===== src/rtl/core/fqs_pkg.sv =====
// Shared types and constants for the FIFO queue with content search.
// Operation and status codes, controller states, command and status bundles.
// No dependencies.
`default_nettype none
package fqs_pkg;

  localparam int DATA_W    = 32;
  localparam int DEPTH_DEF = 16;

  typedef enum logic [1:0] {
    OP_INSERT   = 2'd0,
    OP_DELETE   = 2'd1,
    OP_TRAVERSE = 2'd2,
    OP_SEARCH   = 2'd3
  } fqs_op_t;

  typedef enum logic [2:0] {
    ST_OK       = 3'd0,
    ST_EMPTY    = 3'd1,
    ST_FULL     = 3'd2,
    ST_FOUND    = 3'd3,
    ST_NOTFOUND = 3'd4
  } fqs_status_t;

  typedef enum logic [2:0] {
    S_IDLE,
    S_DISPATCH,
    S_POP,
    S_TRAV,
    S_SRCH
  } fqs_state_t;

  typedef struct packed {
    logic        cap;
    logic        wr;
    logic        push;
    logic        pop;
    logic        rd_start;
    logic        rd_next;
    logic        emit;
    fqs_status_t emit_status;
    logic        emit_data;
    logic        emit_last;
  } fqs_cmd_t;

  typedef struct packed {
    fqs_op_t op;
    logic    full;
    logic    empty;
    logic    walk_last;
    logic    match;
    logic    out_free;
  } fqs_sts_t;

endpackage
`default_nettype wire


===== src/rtl/core/fifo_queue_with_search_core.sv =====
// FIFO queue with content search, top level.
// Throughput: one item at a time; traverse gives one beat per cycle while the output
// is not stalled, and search walks one entry per cycle, limited by the read port.
// Reset (rst_n, synchronous): queue empty, head at zero; entry memory is not cleared.
`default_nettype none
module fifo_queue_with_search_core
  import fqs_pkg::*;
#(
  parameter int DEPTH = DEPTH_DEF
) (
  input  wire logic                     clk,
  input  wire logic                     rst_n,
  input  wire logic                     in_valid,
  output logic                          in_stall,
  input  wire logic [1:0]               in_operation,
  input  wire logic signed [DATA_W-1:0] in_value,
  output logic                          out_valid,
  input  wire logic                     out_stall,
  output logic [2:0]                    out_status,
  output logic signed [DATA_W-1:0]      out_data,
  output logic                          out_last
);

  fqs_cmd_t cmd;
  fqs_sts_t sts;

  fqs_ctrl u_ctrl (
    .clk      (clk),
    .rst_n    (rst_n),
    .in_valid (in_valid),
    .in_stall (in_stall),
    .sts      (sts),
    .cmd      (cmd)
  );

  fqs_dp #(
    .DEPTH (DEPTH)
  ) u_dp (
    .clk          (clk),
    .rst_n        (rst_n),
    .in_operation (in_operation),
    .in_value     (in_value),
    .cmd          (cmd),
    .sts          (sts),
    .out_valid    (out_valid),
    .out_stall    (out_stall),
    .out_status   (out_status),
    .out_data     (out_data),
    .out_last     (out_last)
  );

endmodule
`default_nettype wire


===== src/rtl/core/fqs_ctrl.sv =====
// Controller for the search queue: sequences insert, pop, traverse and search.
// Depends on fqs_pkg; drives commands to fqs_dp.
`default_nettype none
module fqs_ctrl
  import fqs_pkg::*;
(
  input  wire logic     clk,
  input  wire logic     rst_n,
  input  wire logic     in_valid,
  output logic          in_stall,
  input  wire fqs_sts_t sts,
  output fqs_cmd_t      cmd
);

  fqs_state_t state_r, state_nxt;

  always_ff @(posedge clk) begin
    if (!rst_n) begin
      state_r <= S_IDLE;
    end else begin
      state_r <= state_nxt;
    end
  end

  always_comb begin
    state_nxt = state_r;
    unique case (state_r)
      S_IDLE: begin
        if (in_valid) state_nxt = S_DISPATCH;
      end
      S_DISPATCH: begin
        if (sts.op == OP_INSERT || sts.empty) begin
          if (sts.out_free) state_nxt = S_IDLE;
        end else begin
          unique case (sts.op)
            OP_DELETE:   state_nxt = S_POP;
            OP_TRAVERSE: state_nxt = S_TRAV;
            OP_SEARCH:   state_nxt = S_SRCH;
            default:     state_nxt = S_IDLE;
          endcase
        end
      end
      S_POP: begin
        if (sts.out_free) state_nxt = S_IDLE;
      end
      S_TRAV: begin
        if (sts.out_free && sts.walk_last) state_nxt = S_IDLE;
      end
      S_SRCH: begin
        if ((sts.match || sts.walk_last) && sts.out_free) state_nxt = S_IDLE;
      end
      default: state_nxt = S_IDLE;
    endcase
  end

  always_comb begin
    cmd          = '0;
    cmd.emit_status = ST_OK;
    in_stall     = (state_r != S_IDLE);
    unique case (state_r)
      S_IDLE: begin
        cmd.cap = in_valid;
      end
      S_DISPATCH: begin
        if (sts.op == OP_INSERT) begin
          cmd.emit      = sts.out_free;
          cmd.emit_last = 1'b1;
          if (sts.full) begin
            cmd.emit_status = ST_FULL;
          end else begin
            cmd.wr   = sts.out_free;
            cmd.push = sts.out_free;
          end
        end else if (sts.empty) begin
          cmd.emit        = sts.out_free;
          cmd.emit_last   = 1'b1;
          cmd.emit_status = ST_EMPTY;
        end else begin
          cmd.rd_start = 1'b1;
        end
      end
      S_POP: begin
        cmd.emit      = sts.out_free;
        cmd.emit_data = 1'b1;
        cmd.emit_last = 1'b1;
        cmd.pop       = sts.out_free;
      end
      S_TRAV: begin
        cmd.emit      = sts.out_free;
        cmd.emit_data = 1'b1;
        cmd.emit_last = sts.walk_last;
        cmd.rd_next   = sts.out_free && !sts.walk_last;
      end
      S_SRCH: begin
        cmd.emit_last = 1'b1;
        if (sts.match) begin
          cmd.emit        = sts.out_free;
          cmd.emit_status = ST_FOUND;
        end else if (sts.walk_last) begin
          cmd.emit        = sts.out_free;
          cmd.emit_status = ST_NOTFOUND;
        end else begin
          cmd.rd_next = 1'b1;
        end
      end
      default: ;
    endcase
  end

`ifndef ASSERT_OFF
  a_emit_free: assert property (@(posedge clk) disable iff (!rst_n)
    cmd.emit |-> sts.out_free)
    else $error("beat emitted while output register busy");
  a_cap_idle: assert property (@(posedge clk) disable iff (!rst_n)
    cmd.cap |=> state_r == S_DISPATCH)
    else $error("captured item not dispatched");
  a_push_not_full: assert property (@(posedge clk) disable iff (!rst_n)
    cmd.push |-> !sts.full)
    else $error("push into full ring");
  a_pop_not_empty: assert property (@(posedge clk) disable iff (!rst_n)
    cmd.pop |-> !sts.empty)
    else $error("pop from empty ring");
`endif

endmodule
`default_nettype wire


===== src/rtl/core/fqs_dp.sv =====
// Datapath for the search queue: entry memory, head/occupancy, walk pointer,
// compare and output register. Depends on fqs_pkg; driven by fqs_ctrl.
`default_nettype none
module fqs_dp
  import fqs_pkg::*;
#(
  parameter int DEPTH = DEPTH_DEF
) (
  input  wire logic                     clk,
  input  wire logic                     rst_n,
  input  wire logic [1:0]               in_operation,
  input  wire logic signed [DATA_W-1:0] in_value,
  input  wire fqs_cmd_t                 cmd,
  output fqs_sts_t                      sts,
  output logic                          out_valid,
  input  wire logic                     out_stall,
  output logic [2:0]                    out_status,
  output logic signed [DATA_W-1:0]      out_data,
  output logic                          out_last
);

  localparam int AW = (DEPTH > 1) ? $clog2(DEPTH) : 1;
  localparam int CW = $clog2(DEPTH + 1);
  localparam int SW = CW + 1;

  logic [DATA_W-1:0] mem [DEPTH];

  fqs_op_t            op_r;
  logic [DATA_W-1:0]  val_r;
  logic [AW-1:0]      head_r, head_nxt;
  logic [CW-1:0]      occ_r, occ_nxt;
  logic [AW-1:0]      ptr_r, ptr_nxt;
  logic [CW-1:0]      cnt_r, cnt_nxt;
  logic [DATA_W-1:0]  rd_data_r;
  logic [SW-1:0]      tail_sum;
  logic [AW-1:0]      tail;
  logic [AW-1:0]      ptr_inc;
  logic               out_valid_r;
  fqs_status_t        out_status_r;
  logic [DATA_W-1:0]  out_data_r;
  logic               out_last_r;

  always_comb begin
    tail_sum = SW'(head_r) + SW'(occ_r);
    if (tail_sum >= SW'(DEPTH)) tail_sum = tail_sum - SW'(DEPTH);
    tail = tail_sum[AW-1:0];
    ptr_inc = (ptr_r == AW'(DEPTH - 1)) ? '0 : ptr_r + AW'(1);
  end

  always_comb begin
    head_nxt = head_r;
    occ_nxt  = occ_r;
    if (cmd.pop) begin
      head_nxt = (head_r == AW'(DEPTH - 1)) ? '0 : head_r + AW'(1);
      occ_nxt  = occ_r - CW'(1);
    end else if (cmd.push) begin
      occ_nxt = occ_r + CW'(1);
    end
    ptr_nxt = ptr_r;
    cnt_nxt = cnt_r;
    if (cmd.rd_start) begin
      ptr_nxt = head_r;
      cnt_nxt = '0;
    end else if (cmd.rd_next) begin
      ptr_nxt = ptr_inc;
      cnt_nxt = cnt_r + CW'(1);
    end
  end

  always_ff @(posedge clk) begin
    if (!rst_n) begin
      head_r <= '0;
      occ_r  <= '0;
    end else begin
      head_r <= head_nxt;
      occ_r  <= occ_nxt;
    end
  end

  always_ff @(posedge clk) begin
    ptr_r <= ptr_nxt;
    cnt_r <= cnt_nxt;
    if (cmd.cap) begin
      op_r  <= fqs_op_t'(in_operation);
      val_r <= in_value;
    end
  end

  always_ff @(posedge clk) begin
    if (cmd.wr) mem[tail] <= val_r;
    if (cmd.rd_start || cmd.rd_next) rd_data_r <= mem[ptr_nxt];
  end

  always_ff @(posedge clk) begin
    if (!rst_n) begin
      out_valid_r <= 1'b0;
    end else if (cmd.emit) begin
      out_valid_r <= 1'b1;
    end else if (!out_stall) begin
      out_valid_r <= 1'b0;
    end
  end

  always_ff @(posedge clk) begin
    if (cmd.emit) begin
      out_status_r <= cmd.emit_status;
      out_data_r   <= cmd.emit_data ? rd_data_r : '0;
      out_last_r   <= cmd.emit_last;
    end
  end

  always_comb begin
    sts.op        = op_r;
    sts.full      = (occ_r == CW'(DEPTH));
    sts.empty     = (occ_r == '0);
    sts.walk_last = ((cnt_r + CW'(1)) == occ_r);
    sts.match     = (rd_data_r == val_r);
    sts.out_free  = !out_valid_r || !out_stall;
  end

  assign out_valid  = out_valid_r;
  assign out_status = out_status_r;
  assign out_data   = out_data_r;
  assign out_last   = out_last_r;

`ifndef ASSERT_OFF
  a_occ_range: assert property (@(posedge clk) disable iff (!rst_n)
    occ_r <= CW'(DEPTH))
    else $error("occupancy above depth");
  a_walk_bound: assert property (@(posedge clk) disable iff (!rst_n)
    cmd.rd_next |-> cnt_r + CW'(1) < occ_r)
    else $error("walk beyond stored entries");
  a_head_range: assert property (@(posedge clk) disable iff (!rst_n)
    head_r <= AW'(DEPTH - 1))
    else $error("head index out of range");
`endif

endmodule
`default_nettype wire


===== config.mk =====
export PLATFORM = sky130hd
export DESIGN_NAME = fifo_queue_with_search_core
export DESIGN_NICKNAME = d
export VERILOG_FILES = /design/src/rtl/core/fqs_pkg.sv /design/src/rtl/core/fifo_queue_with_search_core.sv /design/src/rtl/core/fqs_ctrl.sv /design/src/rtl/core/fqs_dp.sv
export SDC_FILE = /design/constraint.sdc
export NUM_CORES = 1
export LEC_CHECK = 0
export ABC_CLOCK_PERIOD_IN_PS = 5280
export BUFFER_PORTS_ARGS = -buffer_cell sky130_fd_sc_hd__buf_4
export CAP_MARGIN = 20
export CORE_ASPECT_RATIO = 0.6
export CORE_UTILIZATION = 46
export DETAILED_ROUTE_END_ITERATION = 8
export PLACE_DENSITY = 0.61
export SLEW_MARGIN = 20
export SYNTH_ARGS = -nofsm -noshare
export SYNTH_HDL_FRONTEND = slang
export SYNTH_SLANG_ARGS = --single-unit

===== constraint.sdc =====
create_clock -name clk -period 5.28 [get_ports clk]
set_clock_uncertainty 0.1 [all_clocks]
set_input_delay 0.528 -clock clk [delete_from_list [all_inputs] [get_ports clk]]
set_output_delay 0.528 -clock clk [all_outputs]
set_load 0.03 [all_outputs]

==> flow_metrics.tcl, run 1 <==
set metrics [dict create \
    status "completed" \
    cts_tree "yes" \
    htree_levels 2 \
    cts-root-buf "clkbuf_16" \
    worst_hold_path.endpoint "u_dp.val_r[2]" \
    worst_slew_pin_slew_ns 0.985 \
    gp_congestion 0.797 \
    drc 0 \
    leakage_uw 0.00989 \
    hold-path-cell-count 1 \
    seqCellArea_sq_um 18900 \
    area_growth_pct 15.8 \
    power_density_nw_per_um2 457 \
    gr-total-overflow 0 \
    p_seq_share_pct 44.2 \
    cts_buffer_depth 3 \
    crit_chain "xor2_1, nor4_2, buf_4, nand4_1, nor3_2, nor2_1, o311ai_4, inv_8, buf_12, mux2i_1, a221oi_1, or4_1" \
    fillers 4211 \
    grt_max_degree 130 \
    syn_area_sq_um 24900 \
    port-buffer-count 75 \
    avgSynthCellArea_sq_um 16.0 \
    route.vias.total 14040 \
    worstPathRequired_ns 5.50 \
    end_kind "register" \
    rrSetupSlack_ns 0.40 \
    max_freq_mhz 205 \
    core-area_sq_um 53000 \
    holdWs_ns 0.0252 \
    synthesis.nets 1604 \
    dp_hpwl_um 36300 \
    drive_above_1_share_pct 15.4 \
    synth.distinct_cells 59 \
    power.internal_uw 9270 \
    routedWlPerCell_um 25.7 \
    rr_startpoint "u_dp.val_r[31]" \
    dr.pass1.iters 5 \
    grt_first_pass_wirelength_um 91100 \
    p_switching_uw 3910 \
    hold_class "in -> reg" \
    antenna_found_initial 1 \
    final_cell_mix "edfxtp_1 (614), nand2_1 (148), a21oi_1 (136), buf_4 (136), mux2i_1 (131)" \
    crit_type "reg -> reg" \
    period_minus_slack_ns 4.88 \
    setup_viol 0 \
    p_clk_share_pct 31.3 \
    ys_warn_count 0 \
    track_usage_pct 22.7 \
    clk_pin_slew_ns 0.06 \
    rr_endpoint "u_dp.rd_data_r[29]" \
    final_common_cell "edfxtp_1" \
    hold_viol_final 0 \
    max_slew_margin_pct 34.3 \
    synth_flop_cell "edfxtp_1" \
    synth-edff-count 614 \
    clock-sinks 636 \
    slew_viol_final 0 \
    crit_fanout 58 \
    r2r_cells 12 \
    crit_path_top_delay_cell "nor4_2" \
    arrival_ns 5.09 \
    antenna_left 0 \
    die_area_sq_um 55100 \
    final_util_pct 54.4 \
    first_global_vias 13543 \
    synth-async-reset-ratio_pct 0 \
    cap_violations 0 \
    start_util_pct 47.0 \
    dr.first_iter.drc_count 1529 \
    clock_latency_ns 0.59 \
    fp.dieW_um 302 \
    rsz0062_at_grt "false" \
    switching_share_pct 29.7 \
    synth_seq_cells 636 \
    hold_path_startpoint "in_value[2]" \
    die_h_um 182 \
    tns_ns 0 \
    rows 65 \
    period_share_pct 92.3 \
    netlist_instances 1552 \
    wirelength_um 62500 \
    ir_worst_vdd_uv 373 \
    pwr-share-comb_pct 24.5 \
    viasPerCell 5.78 \
    numCtsBuffers 56 \
    synth.yosys.seq_area_share_pct 75.8 \
    multi_input_area_sq_um 5720 \
    fin_nets 1738 \
    startpoint_type "register" \
    ioPinCount 76 \
    cts_setup_buffers 0 \
    critPathMaxStageDelay_ns 0.62 \
]
cells in the mapped netlist (10+ instances only):
cell / instances / share of area, %
and2_1: 41 / 1.0
xnor2_1: 13 / 0.46
a221oi_1: 124 / 4.4
ha_1: 12 / 0.60
dfxtp_1: 22 / 1.8
clkbuf_1: 59 / 0.89
xor2_1: 40 / 1.4
nand2_1: 151 / 2.3
or4_1: 33 / 0.99
buf_2: 23 / 0.46
a21oi_1: 136 / 2.7
nor4_1: 10 / 0.25
nor2_1: 33 / 0.50
inv_1: 17 / 0.26
mux2i_1: 131 / 5.3
edfxtp_1: 614 / 74
metal layers:
metal	track usage, %	part of all wire (%)	vias to the layer above
li1	-	-	6362
met1	34.0	46	7118
met2	35.1	45	489
met3	3.74	6.7	71
met4	4.54	1.7	0
met5	0	0	-
critical path, delay by kind of cell, from the launching register on:
family | cells | cell delay [ns]
and+or+nand+nor | 5 | 1.99
xor gates and xnor gates | 1 | 0.25
muxes | 1 | 0.20
DFF | 1 | 0.60
buffers and inverters | 3 | 0.78
AOI/OAI and AO/OA | 2 | 0.57
logic make-up after synthesis:
| kind of cell | share of synthesized area [%] |
|---|---|
| compound gates | 8.47 |
| flops | 75.8 |
| fa+ha+maj | 0.764 |
| simple gates | 5.98 |
| buf+inv | 1.86 |
| xor+xnor | 1.86 |
| mux | 5.26 |
metrics by stage:
| step | setup slack (ns) | instances | area [sq um] | total power [uW] |
|---|---|---|---|---|
| 2_1_floorplan | 1.59 | 1552 | 24900 | 8110 |
| 3_3_place_gp | 0.375 | 2309 | 26800 | 9080 |
| 3_5_place_dp | 0.199 | 2310 | 26800 | 9140 |
| 4_1_cts | 0.199 | 2425 | 28800 | 13200 |
| 5_1_grt | 0.222 | 2428 | 28800 | 13700 |
| 6_report | 0.404 | 2429 | 28900 | 13200 |
power groups by stage:
stage | Clock (uW) | Combinational (uW) | Sequential [uW]
4_1_cts | 4190 | 3220 | 5820
2_1_floorplan | 0 | 2160 | 5950
6_report | 4130 | 3230 | 5830
5_1_grt | 4380 | 3490 | 5830
3_5_place_dp | 0 | 3210 | 5930
3_3_place_gp | 0 | 3150 | 5930
flip-flops by register name, summed over array words and instances, names as in the netlist, 4 cells and up:
name	count
u_dp.val_r	32
u_dp.occ_r	5
u_dp.out_data	32
u_dp.ptr_r	4
u_dp.rd_data_r	32
u_dp.head_r	4
u_dp.cnt_r	5
u_dp.mem	512
layout make-up:
type                       instances  share of cell area (%)
tap                              703                    3.05
sequential                       636                    65.4
clock buffer                      68                    5.09
antenna                            1                 0.00867
inverter                          19                   0.273
clock inverter                    29                    1.19
timing repair buffer             169                    5.13
multi-input combinational        804                    19.8
worst max path at each step:
stage | from | endpoint | slack [ns] | cells past startpoint
3_3_place_gp | u_dp.val_r[31] | u_dp.rd_data_r[16] | 0.37 | 12
2_1_floorplan | u_ctrl.state_r[2] | u_dp.mem[0][0] | 1.59 | 6
4_1_cts | u_dp.val_r[31] | u_dp.rd_data_r[0] | 0.20 | 12
6_report | u_dp.val_r[31] | u_dp.rd_data_r[29] | 0.40 | 12
5_1_grt | u_dp.val_r[31] | u_dp.rd_data_r[29] | 0.22 | 12
3_5_place_dp | u_dp.val_r[16] | u_dp.rd_data_r[2] | 0.20 | 12
timing repair:
action,CTS,global route
hold buffers,18,3
endpoints found under the setup margin,0,16
resized for setup,0,1
endpoints found under the hold margin,18,3
Power figures use the tool's default switching activity.
==> inputs of run 2 (changes only) <==
--- a/config.mk
+++ b/config.mk
@@ -11,7 +11,7 @@
 export CORE_ASPECT_RATIO = 0.6
 export CORE_UTILIZATION = 46
 export DETAILED_ROUTE_END_ITERATION = 8
-export PLACE_DENSITY = 0.61
+export PLACE_DENSITY = 0.62
 export SLEW_MARGIN = 20
 export SYNTH_ARGS = -nofsm -noshare
 export SYNTH_HDL_FRONTEND = slang
==> run 2 against run 1 <==
  * Flip-flop and latch count unchanged
  * First-iteration DRC count increased by 6.1%
  * Core utilization decreased by 0.064 points
  * Non-clock buffer count decreased by 2
  * Register-to-register slack improved by 0.02 ns
  * Clock-buffer cell count increased by 7
  * Cell area decreased by 0.12%
  * Combinational power about the same
  * Critical path depth decreased by 1
==> flow_metrics.tcl, run 2 (synthesis results as in run 1) <==
set metrics [dict create \
    status "completed" \
    rows 65 \
    worst_slew_pin_slew_ns 1.03 \
    gp_congestion 0.808 \
    htree_levels 2 \
    tns_ns 0 \
    wirelength_um 62200 \
    setup_viol 0 \
    cts_buffer_depth 3 \
    arrival_ns 5.10 \
    port-buffer-count 75 \
    leakage_uw 0.00985 \
    crit_type "reg -> reg" \
    grt_max_degree 130 \
    cts_tree "yes" \
    numCtsBuffers 56 \
    cts_setup_buffers 0 \
    dp_hpwl_um 34200 \
    r2r_cells 11 \
    first_global_vias 13789 \
    fp.dieW_um 302 \
    worstPathRequired_ns 5.52 \
    grt.met3_usage_pct 4.43 \
    track_usage_pct 22.6 \
    hold-path-cell-count 1 \
    finalInstanceArea_sq_um 28800 \
    routedWlPerCell_um 25.6 \
    drive_above_1_share_pct 14.1 \
    slew_viol_final 0 \
    clock-sinks 636 \
    max_freq_mhz 206 \
    hold_viol_final 0 \
    antenna_left 0 \
    ir_worst_vdd_uv 350 \
    core-area_sq_um 53000 \
    area_growth_pct 15.7 \
    final_common_cell "edfxtp_1" \
    rr_endpoint "u_dp.rd_data_r[16]" \
    met1_usage_pct 34.3 \
    hold_class "in -> reg" \
    startpoint_type "register" \
    crit_fanout 61 \
    period_share_pct 92.1 \
    worst_hold_path.endpoint "u_dp.val_r[0]" \
    fin_nets 1736 \
    clk_pin_slew_ns 0.07 \
    route.vias.total 14305 \
    largest_reg_flops 512 \
    power_density_nw_per_um2 455 \
    start_util_pct 47.0 \
    die_area_sq_um 55100 \
    rr_startpoint "u_dp.val_r[15]" \
    dr.pass1.iters 5 \
    final_cell_mix "edfxtp_1 (614), nand2_1 (148), a21oi_1 (136)" \
    cap_violations 0 \
    max_slew_margin_pct 31.4 \
    drc 0 \
    busiest_layer "met1" \
    fillers 4219 \
    regMostFlops "u_dp.mem" \
    grtUsageMet2_pct 33.5 \
    cts-root-buf "clkbuf_16" \
    viasPerCell 5.89 \
    hold_path_startpoint "in_value[0]" \
    gr-total-overflow 0 \
    rsz0062_at_grt "false" \
    end_kind "register" \
    grt_first_pass_wirelength_um 91000 \
    period_minus_slack_ns 4.86 \
    rrSetupSlack_ns 0.42 \
    die_h_um 182 \
    postPlaceCellArea_sq_um 26700 \
    dr.first_iter.drc_count 1623 \
    clock_latency_ns 0.61 \
    ioPinCount 76 \
    antenna_found_initial 1 \
]
## run 2: cell types whose count changed in the layout (fill, tap and decap cells not counted), sizes merged
cell / previous run / this run
clkbuf: 68 / 75
dlygate4sd3: 21 / 32
bufinv: 8 / 5
buf: 148 / 135
clkinvlp: 3 / 0
inv: 19 / 20
## run 2: final cells by class
type / count / area [sq um] / area share, %
Sequential cell: 636 / 18900 / 65.5
Multi-Input combinational cell: 804 / 5720 / 19.8
Timing Repair Buffer: 167 / 1500 / 5.19
Clock buffer: 75 / 1490 / 5.18
Tap cell: 703 / 880 / 3.05
Clock inverter: 24 / 272 / 0.942
Inverter: 19 / 78.8 / 0.274
Antenna cell: 1 / 2.50 / 0.00868
## run 2: worst max-delay path by stage
stage / startpoint / to / cells past startpoint
finish: u_dp.val_r[15] / u_dp.rd_data_r[16] / 11
global route: u_dp.val_r[15] / u_dp.rd_data_r[2] / 10
CTS: u_dp.val_r[15] / u_dp.rd_data_r[17] / 11
detailed placement: u_dp.val_r[15] / u_dp.rd_data_r[22] / 11
global placement: u_dp.val_r[15] / u_dp.rd_data_r[21] / 11
floorplan: u_ctrl.state_r[2] / u_dp.mem[0][0] / 6
## run 2: layer usage
layer / vias up / share of wire [%]
li1: 6354 / -
met1: 7246 / 45
met2: 610 / 44
met3: 95 / 8.5
met4: 0 / 2.0
met5: - / 0
## run 2: where the power goes
| group | internal, uW | switching [uW] | total (uW) |
|---|---|---|---|
| Sequential | 5720 | 110 | 5830 |
| Combinational | 1200 | 2020 | 3230 |
| Clock | 2230 | 1810 | 4040 |
## run 2: worst max-delay path: stages (launching register included)
cell	delay, ns
edfxtp_1	0.73
xor2_1	0.29
nor4_1	0.61
nand4_1	0.22
nor3_2	0.54
nor2_1	0.24
o311ai_4	0.47
inv_8	0.19
buf_12	0.29
mux2i_1	0.27
a221oi_1	0.14
or4_1	0.42
## run 2: per-stage QoR
step / hold slack, ns / total power, uW / util (%) / worst slack [ns] / cells
finish: 0.0353 / 13100 / 54.3 / 0.419 / 2429
global route: 0.0105 / 13600 / 54.3 / 0.119 / 2428
CTS: 0.00290 / 13200 / 54.3 / 0.544 / 2427
detailed placement: 0.429 / 9140 / 50.4 / 0.535 / 2297
global placement: 0.419 / 9090 / 50.4 / 0.551 / 2297
floorplan: 0.398 / 8110 / - / 1.59 / 1552
## run 2: timing repair
item | 4_1_cts | 5_1_grt
resized for setup | 0 | 0
hold endpoints to repair | 31 | 1
hold buffers | 31 | 1
==> inputs of run 3 (changes only) <==
--- a/config.mk
+++ b/config.mk
@@ -9,9 +9,9 @@
 export BUFFER_PORTS_ARGS = -buffer_cell sky130_fd_sc_hd__buf_4
 export CAP_MARGIN = 20
 export CORE_ASPECT_RATIO = 0.6
-export CORE_UTILIZATION = 46
+export CORE_UTILIZATION = 40
 export DETAILED_ROUTE_END_ITERATION = 8
-export PLACE_DENSITY = 0.62
+export PLACE_DENSITY = 0.55
 export SLEW_MARGIN = 20
 export SYNTH_ARGS = -nofsm -noshare
 export SYNTH_HDL_FRONTEND = slang
==> run 3 against run 2 <==
  * First-iteration DRC count shrank 12%
  * Register-to-register slack lost 0.09 ns
  * Via count shrank 0.33%
  * Wire length grew 5.4%
  * Clock power grew 6.4%
  * Hold slack gained 0.028 ns
  * Global-route usage shrank 1.7 points
  * Critical path type unchanged
  * Critical endpoint is now u_dp.rd_data_r[8]
  * Largest cell class unchanged
  * Largest power group unchanged
==> flow_metrics.tcl, run 3 (synthesis results as in run 1) <==
set metrics [dict create \
    status "completed" \
    antenna_found_initial 0 \
    htree_levels 2 \
    clk_pin_slew_ns 0.07 \
    final_common_cell "edfxtp_1" \
    final_cell_mix "edfxtp_1 (614), nand2_1 (148), a21oi_1 (136)" \
    route.vias.total 14258 \
    track_usage_pct 20.9 \
    numCtsBuffers 58 \
    hold-path-cell-count 1 \
    startpoint_type "register" \
    viasPerCell 5.57 \
    cts_setup_buffers 0 \
    period_minus_slack_ns 4.95 \
    rr_endpoint "u_dp.rd_data_r[8]" \
    power_density_nw_per_um2 459 \
    grt_max_degree 130 \
    cts_tree "yes" \
    rrSetupSlack_ns 0.33 \
    setup_viol 0 \
    r2r_cells 12 \
    gp_congestion 0.821 \
    dr.pass1.iters 6 \
    cts-root-buf "clkbuf_16" \
    antenna_left 0 \
    rows 70 \
    hold_class "in -> reg" \
    crit_fanout 100 \
    worst_slew_pin_slew_ns 1.01 \
    regMostFlops "u_dp.mem" \
    ir_worst_vdd_uv 322 \
    max_slew_margin_pct 31.2 \
    ioPinCount 76 \
    port-buffer-count 75 \
    crit_chain "xor2_1, nor4_1, buf_4, nand4_1, nor3_2, nor2_1, o311ai_4, inv_8, buf_12, mux2i_1, a221oi_1, or4_1" \
    dp_hpwl_um 35400 \
    hold_path_startpoint "in_value[25]" \
    die_h_um 195 \
    start_util_pct 40.7 \
    fp.dieW_um 324 \
    rsz0062_at_grt "false" \
    area_growth_pct 17.0 \
    routedWlPerCell_um 25.6 \
    fin_nets 1736 \
    first_global_vias 13453 \
    crit_type "reg -> reg" \
    crit_path_top_delay_cell "nor4_1" \
    worstPathRequired_ns 5.55 \
    rr_startpoint "u_dp.val_r[14]" \
    grt_first_pass_wirelength_um 94900 \
    worst_hold_path.endpoint "u_dp.val_r[25]" \
    slew_viol_final 0 \
    leakage_uw 0.00992 \
    tns_ns 0 \
    drive_above_1_share_pct 14.7 \
    period_share_pct 93.7 \
    die_area_sq_um 63300 \
    holdWs_ns 0.0630 \
    dr.first_iter.drc_count 1432 \
    max_freq_mhz 202 \
    hold_viol_final 0 \
    wirelength_um 65600 \
    arrival_ns 5.22 \
    largest_reg_flops 512 \
    drc 0 \
    clock-sinks 636 \
    core-area_sq_um 61200 \
    end_kind "register" \
    final_util_pct 47.6 \
    critPathMaxStageDelay_ns 0.70 \
    diodes 0 \
    gr-total-overflow 0 \
    clock_latency_ns 0.63 \
    power_uw 13400 \
    cts_buffer_depth 3 \
    cap_violations 0 \
]
[run 3: cell types whose count changed in the layout (fill, tap and decap cells not counted), sizes merged]
cell         previous run  this run
buf                   135       132
bufinv                  5         8
clkbuf                 75        73
clkinv                 18        23
clkinvlp                0         3
diode                   1         0
dlygate4sd3            32        33
[run 3: worst max-delay path by stage]
stage	start	endpoint	slack (ns)	cells after the start
floorplan	u_ctrl.state_r[2]	u_dp.mem[0][0]	1.59	6
global route	u_dp.val_r[14]	u_dp.rd_data_r[7]	0.05	12
detailed placement	u_dp.val_r[14]	u_dp.rd_data_r[11]	0.26	12
finish	u_dp.val_r[14]	u_dp.rd_data_r[8]	0.33	12
global placement	u_dp.val_r[14]	u_dp.rd_data_r[8]	0.39	12
CTS	u_dp.val_r[14]	u_dp.rd_data_r[11]	0.27	12
[run 3: critical path, delay by kind of cell (launching register included)]
kind                      cells  cell delay, ns
DFF                           1            0.63
and+or+nand+nor               5            2.02
buffers and inverters         3            0.74
xor gates and xnor gates      1            0.25
muxes                         1            0.26
AOI/OAI and AO/OA             2            0.59
[run 3: cell type report]
cell class	instances	area (sq um)
fillers	5219	32100
flip-flops and latches	636	18900
multi-input cells	804	5720
clock buffers	73	1530
repair buffers	165	1520
well taps	828	1040
clock inverters	35	377
inverters	19	78.8
[run 3: layer usage]
layer  vias to the layer above  track usage [%]  routed length, um
li1                       6366                -                  -
met1                      7273             32.3              31100
met2                       549             29.8              28200
met3                        70             4.64               5280
met4                         0             4.56                966
met5                         -                0                  0
[run 3: power by group]
part	internal (uW)	total (uW)	switching, uW
registers	5720	5840	113
clock network	2440	4300	1860
logic	1200	3240	2030
total	9360	13400	4010
[run 3: timing repair]
| action | CTS | global route |
|---|---|---|
| hold buffers | 33 | 0 |
| endpoints found under the hold margin | 33 | 0 |
| resized for setup | 0 | 0 |
[run 3: stage by stage]
step	area, sq um	worst slack, ns	cells
finish	29100	0.333	2560
global route	29100	0.0529	2560
detailed placement	26900	0.264	2419
CTS	29100	0.273	2560
floorplan	24900	1.59	1552
global placement	26900	0.392	2419
